==> src/rtl/core/ss_pkg.sv <==
`timescale 1ns / 1ps

package ss_pkg;

  localparam int VALUE_W           = 16;
  localparam int SQUARE_W          = 31;
  localparam int IN_DATA_W         = 16;
  localparam int OUT_DATA_W        = 32;
  localparam int MAX_COUNT_DEFAULT = 64;

  // controller -> datapath
  typedef struct packed {
    logic load_ready;  // input channel open, accepted elements stored until the store is full
    logic scan_start;  // rewind scan pointer to the current pass index
    logic scan_step;   // issue the next store read of the pass
    logic commit;      // swap into place, load output register, advance pass or end the set
  } ss_cmd_t;

  // datapath -> controller
  typedef struct packed {
    logic scan_done;   // all reads of the pass returned, minimum is final
    logic out_free;    // output register can take a result this cycle
    logic final_pass;  // current pass emits the last result of the set
  } ss_status_t;

endpackage

==> src/rtl/core/sorted_squares_core.sv <==
`timescale 1ns / 1ps

// Squares a stream of signed 16-bit elements and returns the squares of each
// set in ascending order once the set's final element arrives.
//
// Input channel (s_axis): one element per transaction, tlast marks the final
// element of a set. Elements stream in at one per cycle while the channel is
// open. Up to MAX_COUNT are kept per set; further ones are dropped and flag
// every result of that set. Output channel (m_axis): one square per
// transaction, tlast on the largest, tuser set when the set overflowed.
//
// Sorting is a selection pass over the square store (one RAM read port), one
// pass per result. For a set of n kept elements the pass that emits result k
// (0-based) reads the n-k entries from slot k upward and keeps the smallest;
// the commit loads it into the output register and writes slot k's entry back
// into the smallest's slot. The input channel is closed from the final element
// until the last result is committed to the output register.
// If the receiver stalls, the result waits in the output register and the
// next pass halts before its commit until the register frees up.
// Reset (rst, synchronous) empties the set and the output register; the store
// itself is not cleared.
module sorted_squares_core import ss_pkg::*; #(
  parameter int MAX_COUNT = MAX_COUNT_DEFAULT
) (
  input  logic                  clk,
  input  logic                  rst,
  input  logic                  s_axis_tvalid,
  output logic                  s_axis_tready,
  input  logic [IN_DATA_W-1:0]  s_axis_tdata,  // [15:0] value
  input  logic                  s_axis_tlast,
  output logic                  m_axis_tvalid,
  input  logic                  m_axis_tready,
  output logic [OUT_DATA_W-1:0] m_axis_tdata,  // [30:0] square, [31] zero
  output logic                  m_axis_tlast,
  output logic                  m_axis_tuser   // [0] overflow
);

  ss_cmd_t             cmd;
  ss_status_t          status;
  logic [SQUARE_W-1:0] square;

  ss_ctrl u_ctrl (
    .clk     (clk),
    .rst     (rst),
    .in_valid(s_axis_tvalid),
    .in_last (s_axis_tlast),
    .status  (status),
    .cmd     (cmd)
  );

  ss_datapath #(
    .MAX_COUNT(MAX_COUNT)
  ) u_datapath (
    .clk         (clk),
    .rst         (rst),
    .cmd         (cmd),
    .status      (status),
    .in_valid    (s_axis_tvalid),
    .in_value    (s_axis_tdata[VALUE_W-1:0]),
    .out_valid   (m_axis_tvalid),
    .out_ready   (m_axis_tready),
    .out_square  (square),
    .out_last    (m_axis_tlast),
    .out_overflow(m_axis_tuser)
  );

  assign s_axis_tready = cmd.load_ready;
  assign m_axis_tdata  = {{(OUT_DATA_W - SQUARE_W){1'b0}}, square};

endmodule

==> src/rtl/core/ss_ram.sv <==
`timescale 1ns / 1ps

module ss_ram #(
  parameter int WIDTH = 31,
  parameter int DEPTH = 64
) (
  input  logic                     clk,
  input  logic                     we,
  input  logic [$clog2(DEPTH)-1:0] waddr,
  input  logic [WIDTH-1:0]         wdata,
  input  logic [$clog2(DEPTH)-1:0] raddr,
  output logic [WIDTH-1:0]         rdata
);

  logic [WIDTH-1:0] mem [DEPTH];

  always_ff @(posedge clk) begin
    if (we) begin
      mem[waddr] <= wdata;
    end
    rdata <= mem[raddr];
  end

endmodule

==> src/rtl/core/ss_ctrl.sv <==
`timescale 1ns / 1ps

module ss_ctrl import ss_pkg::*; (
  input  logic       clk,
  input  logic       rst,
  input  logic       in_valid,
  input  logic       in_last,
  input  ss_status_t status,
  output ss_cmd_t    cmd
);

  typedef enum logic [1:0] {
    ST_LOAD,
    ST_START,
    ST_SCAN
  } state_t;

  state_t state;
  state_t state_next;

  always_ff @(posedge clk) begin
    if (rst) begin
      state <= ST_LOAD;
    end else begin
      state <= state_next;
    end
  end

  always_comb begin
    state_next = state;
    cmd        = '0;
    unique case (state)
      ST_LOAD: begin
        cmd.load_ready = 1'b1;
        if (in_valid && in_last) begin
          state_next = ST_START;
        end
      end
      ST_START: begin
        cmd.scan_start = 1'b1;
        state_next     = ST_SCAN;
      end
      ST_SCAN: begin
        cmd.scan_step = 1'b1;
        if (status.scan_done && status.out_free) begin
          cmd.commit = 1'b1;
          state_next = status.final_pass ? ST_LOAD : ST_START;
        end
      end
      default: state_next = ST_LOAD;
    endcase
  end

endmodule

==> src/rtl/core/ss_datapath.sv <==
`timescale 1ns / 1ps

module ss_datapath import ss_pkg::*; #(
  parameter int MAX_COUNT = MAX_COUNT_DEFAULT
) (
  input  logic                 clk,
  input  logic                 rst,
  input  ss_cmd_t              cmd,
  output ss_status_t           status,
  input  logic                 in_valid,
  input  logic [VALUE_W-1:0]   in_value,
  output logic                 out_valid,
  input  logic                 out_ready,
  output logic [SQUARE_W-1:0]  out_square,
  output logic                 out_last,
  output logic                 out_overflow
);

  localparam int ADDR_W = $clog2(MAX_COUNT);
  localparam int CNT_W  = $clog2(MAX_COUNT + 1);

  logic [CNT_W-1:0]    count;
  logic                dropped;
  logic [ADDR_W-1:0]   pass_idx;
  logic [CNT_W-1:0]    scan_addr;
  logic                rd_valid;
  logic [ADDR_W-1:0]   rd_idx;
  logic                have_min;
  logic [SQUARE_W-1:0] min_val;
  logic [ADDR_W-1:0]   min_idx;
  logic [SQUARE_W-1:0] first_val;

  logic signed [2*VALUE_W-1:0] product;
  logic [SQUARE_W-1:0]         sq;
  logic                        store_full;
  logic                        load;
  logic                        issue;
  logic                        ram_we;
  logic [ADDR_W-1:0]           ram_waddr;
  logic [SQUARE_W-1:0]         ram_wdata;
  logic [SQUARE_W-1:0]         ram_rdata;

  assign product    = $signed(in_value) * $signed(in_value);
  assign sq         = product[SQUARE_W-1:0];
  assign store_full = (count == CNT_W'(MAX_COUNT));
  assign load       = cmd.load_ready && in_valid;
  assign issue      = cmd.scan_step && (scan_addr != count);

  // the slot at pass_idx is never read again, so only the displaced entry is written back
  assign ram_we    = (load && !store_full) || cmd.commit;
  assign ram_waddr = cmd.commit ? min_idx : count[ADDR_W-1:0];
  assign ram_wdata = cmd.commit ? first_val : sq;

  ss_ram #(
    .WIDTH(SQUARE_W),
    .DEPTH(MAX_COUNT)
  ) u_store (
    .clk  (clk),
    .we   (ram_we),
    .waddr(ram_waddr),
    .wdata(ram_wdata),
    .raddr(scan_addr[ADDR_W-1:0]),
    .rdata(ram_rdata)
  );

  assign status.scan_done  = (scan_addr == count) && !rd_valid;
  assign status.out_free   = !out_valid || out_ready;
  assign status.final_pass = ((CNT_W'(pass_idx) + CNT_W'(1)) == count);

  always_ff @(posedge clk) begin
    if (rst) begin
      count     <= '0;
      dropped   <= 1'b0;
      pass_idx  <= '0;
      scan_addr <= '0;
      rd_valid  <= 1'b0;
      have_min  <= 1'b0;
      out_valid <= 1'b0;
    end else begin
      if (load) begin
        if (store_full) begin
          dropped <= 1'b1;
        end else begin
          count <= count + CNT_W'(1);
        end
      end

      rd_valid <= issue;
      if (cmd.scan_start) begin
        scan_addr <= CNT_W'(pass_idx);
        have_min  <= 1'b0;
      end else if (issue) begin
        scan_addr <= scan_addr + CNT_W'(1);
      end

      if (rd_valid) begin
        have_min <= 1'b1;
      end

      if (cmd.commit) begin
        out_valid <= 1'b1;
        if (status.final_pass) begin
          count    <= '0;
          dropped  <= 1'b0;
          pass_idx <= '0;
        end else begin
          pass_idx <= pass_idx + ADDR_W'(1);
        end
      end else if (out_ready) begin
        out_valid <= 1'b0;
      end
    end
  end

  always_ff @(posedge clk) begin
    if (issue) begin
      rd_idx <= scan_addr[ADDR_W-1:0];
    end
    if (rd_valid) begin
      if (!have_min) begin
        first_val <= ram_rdata;
      end
      if (!have_min || (ram_rdata < min_val)) begin
        min_val <= ram_rdata;
        min_idx <= rd_idx;
      end
    end
    if (cmd.commit) begin
      out_square   <= min_val;
      out_last     <= status.final_pass;
      out_overflow <= dropped;
    end
  end

endmodule

==> config.mk <==
export PLATFORM = sky130hd
export DESIGN_NAME = sorted_squares_core
export DESIGN_NICKNAME = d
export VERILOG_FILES = /design/src/rtl/core/ss_pkg.sv /design/src/rtl/core/sorted_squares_core.sv /design/src/rtl/core/ss_ram.sv /design/src/rtl/core/ss_ctrl.sv /design/src/rtl/core/ss_datapath.sv
export SDC_FILE = /design/constraint.sdc
export NUM_CORES = 2
export LEC_CHECK = 0
export BUFFER_PORTS_ARGS = -buffer_cell sky130_fd_sc_hd__buf_4
export CAP_MARGIN = 40
export CORE_ASPECT_RATIO = 0.6
export CORE_MARGIN = 10
export CORE_UTILIZATION = 55
export DETAILED_ROUTE_END_ITERATION = 8
export PLACE_DENSITY_LB_ADDON = 0.08
export SYNTH_ARGS = -nofsm -noshare
export SYNTH_HDL_FRONTEND = slang
export SYNTH_HIERARCHICAL = 1
export SYNTH_SLANG_ARGS = --single-unit
==> constraint.sdc <==
create_clock -name clk -period 20.4 [get_ports clk]
set_input_delay 0 -clock clk [delete_from_list [all_inputs] [get_ports clk]]
set_output_delay 0 -clock clk [all_outputs]
set_load 0.02 [all_outputs]
; ---- Yosys cells after proc, flatten, opt, wreduce, memory -nomap -nowiden
; Memory sizes are Yosys's and may differ from the RTL's. A register that Yosys moved wholly into a read port is not among the register bits.
; Cells that the tools add are included.
[totals]
latchBits = 0
wordCells = 80
in_bits = 21
out_inout_bits = 36
ramBits = 1984
n_memories = 1
register_bits = 133
romBits = 0
[mem_list]
columns = name, words, width, rd, rd_ports_with_merged_regs, wr, line_no
row1 = u_datapath.u_store.mem, 64, 31, 1, 1, 1, ss_ram.sv:15  ; logic [WIDTH-1:0] mem [DEPTH];
[classes]
shifts = 0
n_eq_ne = 8
n_mux = 27
bitwise_logic = 1
multipliers = 1
add_sub_neg = 4
n_lt_le_gt_ge = 1
n_reduce_logical = 21
div_mod_pow = 0
[ops]
columns = op, count
row1 = < comparator 31 bit, 1
row2 = multiplier 16 x 16 -> 31 bit, 1
row3 = 2-to-1 mux 31 bit, 1
row4 = 2-to-1 mux 7 bit, 4
row5 = 2-to-1 mux 6 bit, 4
row6 = "adder 7 x 1 -> 7 bit, second input constant", 2
row7 = == test 7 bit, 2
row8 = 2-to-1 mux 1 bit, 14
row9 = "adder 6 x 1 -> 7 bit, second input constant", 1
row10 = "== test 7 bit, second input constant", 1
row11 = != test 7 bit, 1
row12 = "adder 6 x 1 -> 6 bit, second input constant", 1
row13 = logical AND 1 bit, 6
row14 = 2-to-1 mux 2 bit, 3
row15 = one-hot mux 2 bit (3 select lines), 1
row16 = AND reduction 2 bit, 3
row17 = nonzero test 2 bit, 3
row18 = logical NOT 1 bit, 4
row19 = "!= test 2 x 1 -> 1 bit, second input constant", 2
row20 = logical OR 1 bit, 3
row21 = "== test 2 x 1 -> 1 bit, second input constant", 1
row22 = "== test 2 bit, second input constant", 1
row23 = logical NOT 2 bit, 1
row24 = OR reduction 2 bit, 1
row25 = inverter 1 bit, 1

; ---- Longest topological paths before layout
[depth]
word_depth = 8
mapped_depth = 24

; ---- By module
; Netlist, hierarchy kept.
[modules_own_cells]
columns = mod, area_per_inst_um2, seq_area_each_um2, instances, cells_per_inst
row1 = ss_ram, 76305.7, 60197.7, 1, 3418
row2 = ss_datapath, 14451.4, 3693.5, 1, 1434
row3 = ss_ctrl, 115.1, 40.0, 1, 13
row4 = sorted_squares_core, 11.3, 0.0, 1, 2

; ---- Worst setup path after synthesis
; OpenSTA, ideal clock, no wires.
[synth_timing]
kind = input-to-reg
startpoint = in s_axis_tdata[12]
endpoint = mem u_datapath.u_store.mem[0][25] (data pin)
setup_slack_ps = 11882
n_path_buf = 1
t_arrival_ps = 7817
setup_time_ps = 701
path_stages = 23
cell_sequence = clkbuf_1 -> clkinv_1 -> nor2_1 -> inv_1 -> fa_1 -> inv_1 -> fa_1 -> inv_1 -> fa_1 -> inv_1 -> fa_1 -> fa_1 -> inv_1 -> fa_1 -> inv_1 -> ha_1 -> a21oi_1 -> o21ai_0 -> a311oi_1 -> a21boi_1 -> a221oi_2 -> xnor2_1 -> o21ai_0
[synth_between]
elab_chain_len = 2
[synth_rtl]
columns = item, line_no
row1 = start: declaration, sorted_squares_core.sv:29  ; input logic [IN_DATA_W-1:0] s_axis_tdata,
row2 = multiplier 16 x 16 -> 31 bit, ss_datapath.sv:43  ; assign product = $signed(in_value) * $signed(in_value);
row3 = 2-to-1 mux 31 bit, ss_datapath.sv:52  ; assign ram_wdata = cmd.commit ? first_val : sq;
row4 = net u_datapath.ram_wdata[25], ss_datapath.sv:40  ; logic [SQUARE_W-1:0] ram_wdata;
row5 = end: declaration, ss_ram.sv:15
; The timed path passes the listed nets, and every way through them passes these cells.

; ---- Worst setup path in the final report
[layout_timing]
startpoint = in s_axis_tdata[15]
endpoint = mem u_datapath.u_store.mem[50][27] (data pin)
; Same word-level chain as after synthesis.

==> impl_results.md <==
- Max-cap violations: 0
- Worst Setup EP: u_datapath/u_store/mem[50][27]
- Worst rel slew slack: 34.16%
- Commonest non-fill, non-tap cells in the layout: 2,091 x edfxtp_1, 403 x mux4_2, 369 x inv_1
- Clock tree sinks: 2,148
- Post-DP Area: 95,230 µm²
- Reg2Reg Depth: 8
- Worst Path Class, Setup: input port to flop
- Mapped Cells: 4,867
- Final setup fails: 0
- Final worst-path cycle share: 33.62%
- Initial Util: 55.41%
- Max FO, Critical Path: 65
- Vias in the first global route: 45,841
- Worst skew pair latency: 0.85 ns
- Skew final: 0.04396 ns
- DRT antenna net count: 0
- Mean cell area of the mapped netlist: 18.67 µm²
- Final Hold Fails: 0
- # Post-CTS Setup Buffers: 0
- Die X: 544.8 µm
- # IOs: 57
- Yosys cell types: 68
- Ys flop type: edfxtp_1
- Startpoint Class: input port
- Post-synthesis sequential area ratio: 70.34%
- CTS tree: built
- Root buf cell: clkbuf_16
- Layout net count: 5,441
- Die Ht: 334.9 µm
- Min-Delay Path Class: input port to flop
- Setup crit end kind: flop
- Initial drt markers: 6,070
- Max H-tree Level: 4
- CP startpoint: s_axis_tdata[15]
- First-pass GRT wire length: 341,100 µm
- Post-detailed-routing wire length: 239,200 µm
- IO buf count: 55
- GRT overflow: 0
- Worst R2R Start: u_datapath/scan_addr[0]
- Global placement routability congestion: 0.8475
- Top cells by area, synth: edfxtp_1 69%, mux4_2 10%, fa_1 5.1%
- Setup TNS: 0 ns
- Fin. max-slew vios: 0
- Status: complete, no violations
- Number of synthesized register bits: 2,148
- DR pass1 iterations: 6
- Post-synth EDFFs: 2,091
- P&R area growth vs syn: 11.64%
- Synthesis Warnings: 6
- Vias per std cell: 6.347
- Wire per inst: 32.38 µm
- R2r endpoint: u_datapath/u_store/rdata[13]
- Synth area leader: edfxtp_1
- Share of cells above drive strength 1: 20.15%
- Global Route Usage Sum: 26.20%
- HPWL Detailed: 142,700 µm
- Register-to-register setup slack: 14.96 ns
- Post-route cell area: 101,500 µm²
- Clock transition at path regs: 0.06 ns
- RSZ-0062 raised after global routing: no
- Largest net degree at the start of global routing: 118
- Longest Clk Path Bufs: 4
- Yosys top cell area share: 69.09%
- Core ar.: 164,000 µm²
- Die outline area: 182,400 µm²
- Achievable frequency: 145.8 MHz
- Syn Nets: 5,239
- Vias: 46,876
- CTS buffer count: 196
- Core Rows: 115
- Initial antenna violation count: 19
- Minimum clock period: 6.857 ns
- Hold path cells: 4
- DRC: 0
- Worst slew pin tran: 0.9792 ns
- PostCTS Resize Cnt: 0
- Synth Cell Area: 90,880 µm²
- Critical path required time: 20.86 ns
- CP arrival: 7.32 ns
- Most common cell after layout, fill and taps aside: edfxtp_1
- Async S/R FF share, synth: 0%
## cell usage after synthesis (all sizes together), types with 31 or more instances
cell,instances
dfxtp,57
a22oi,104
mux4,403
clkbuf,113
nand2,150
o21ai,100
xnor2,46
nor2,152
fa,230
mux2i,296
and3,36
and2,31
o22ai,86
a31oi,55
inv,369
buf,124
ha,121
a21oi,44
a21o,50
edfxtp,2091
## what timing repair did
| action | in CTS | in global routing |
|---|---|---|
| hold buffers | 7 | 0 |
| setup endpoints to repair | 0 | 0 |
| endpoints found under the hold margin | 27 | 0 |
## kinds of logic after synthesis
group	count (synthesis)	synth area share (%)
and+or+nand+nor	464	2.371
other	1	0.004126
muxes	714	13.43
buffers and inverters	608	2.755
AOI/OAI and AO/OA	516	3.727
adders and majority gates	351	6.732
xor gates and xnor gates	65	0.6347
DFF	2148	70.34
## per-stage QoR
step | cells | hold WS [ns] | worst slack, ns | utilization (%)
2_1_floorplan | 4867 | 0.07238 | 11.88 | -
3_5_place_dp | 7028 | 0.3034 | 12.92 | 58.05
6_report | 7385 | 0.09265 | 13.54 | 61.86
4_1_cts | 7380 | 0.03626 | 13.76 | 61.85
3_3_place_gp | 7001 | 0.2900 | 12.95 | 57.87
5_1_grt | 7381 | 0.06848 | 13.23 | 61.85
## layout make-up
cell class | count | area (µm²)
Sequential cell | 2148 | 63950
Fill cell | 11577 | 62570
Multi-Input combinational cell | 2111 | 25290
Clock buffer | 243 | 5259
Tap cell | 2164 | 2708
Timing Repair Buffer | 241 | 1964
Inverter | 371 | 1393
Clock inverter | 102 | 894.6
Antenna cell | 5 | 12.51
## per-layer routing
layer | track usage [%] | vias to the layer above | wire, µm
met5 | 0 | - | 18
met4 | 5.321 | 4 | 4923
met3 | 8.565 | 301 | 30710
met2 | 34.78 | 2511 | 97920
met1 | 42.16 | 24648 | 105600
li1 | - | 19412 | -
## critical path: stages
cell,delay (ns)
buf_4,0.20
clkinv_1,0.49
nor2_1,0.41
fa_1,0.62
fa_1,0.57
fa_1,0.44
fa_1,0.52
fa_1,0.49
inv_1,0.05
fa_1,0.48
inv_1,0.05
ha_1,0.34
a21oi_1,0.21
o21ai_0,0.14
a311oi_1,0.39
a21boi_1,0.29
a221oi_2,0.49
o21ai_0,0.15
a211oi_1,0.46
o21ai_4,0.11
buf_4,0.30
## worst min path at each step
| stage | startpoint | endpoint |
|---|---|---|
| floorplan | rst | u_ctrl/state[1] |
| global placement | s_axis_tvalid | u_datapath/dropped |
| detailed placement | s_axis_tlast | u_ctrl/state[0] |
| CTS | s_axis_tdata[0] | u_datapath/u_store/mem[22][2] |
| global route | s_axis_tvalid | u_datapath/count[1] |
| finish | s_axis_tvalid | u_datapath/count[1] |
## sequential cells by signal (all words and copies together) (netlist names)
signal,count
u_datapath/min_val,31
u_datapath/pass_idx,6
u_datapath/have_min,1
u_datapath/u_store/rdata,31
u_datapath/u_store/mem,1984
u_datapath/out_last,1
u_datapath/min_idx,6
u_datapath/dropped,1
u_datapath/count,7
u_datapath/out_overflow,1
u_datapath/rd_valid,1
u_datapath/scan_addr,7
u_datapath/out_valid,1
u_ctrl/state,2
u_datapath/rd_idx,6
u_datapath/out_square,31
u_datapath/first_val,31
Power is left out: the tool's default activity adds up to more than one toggle a clock period on the data nets, which glitch-free logic cannot reach.
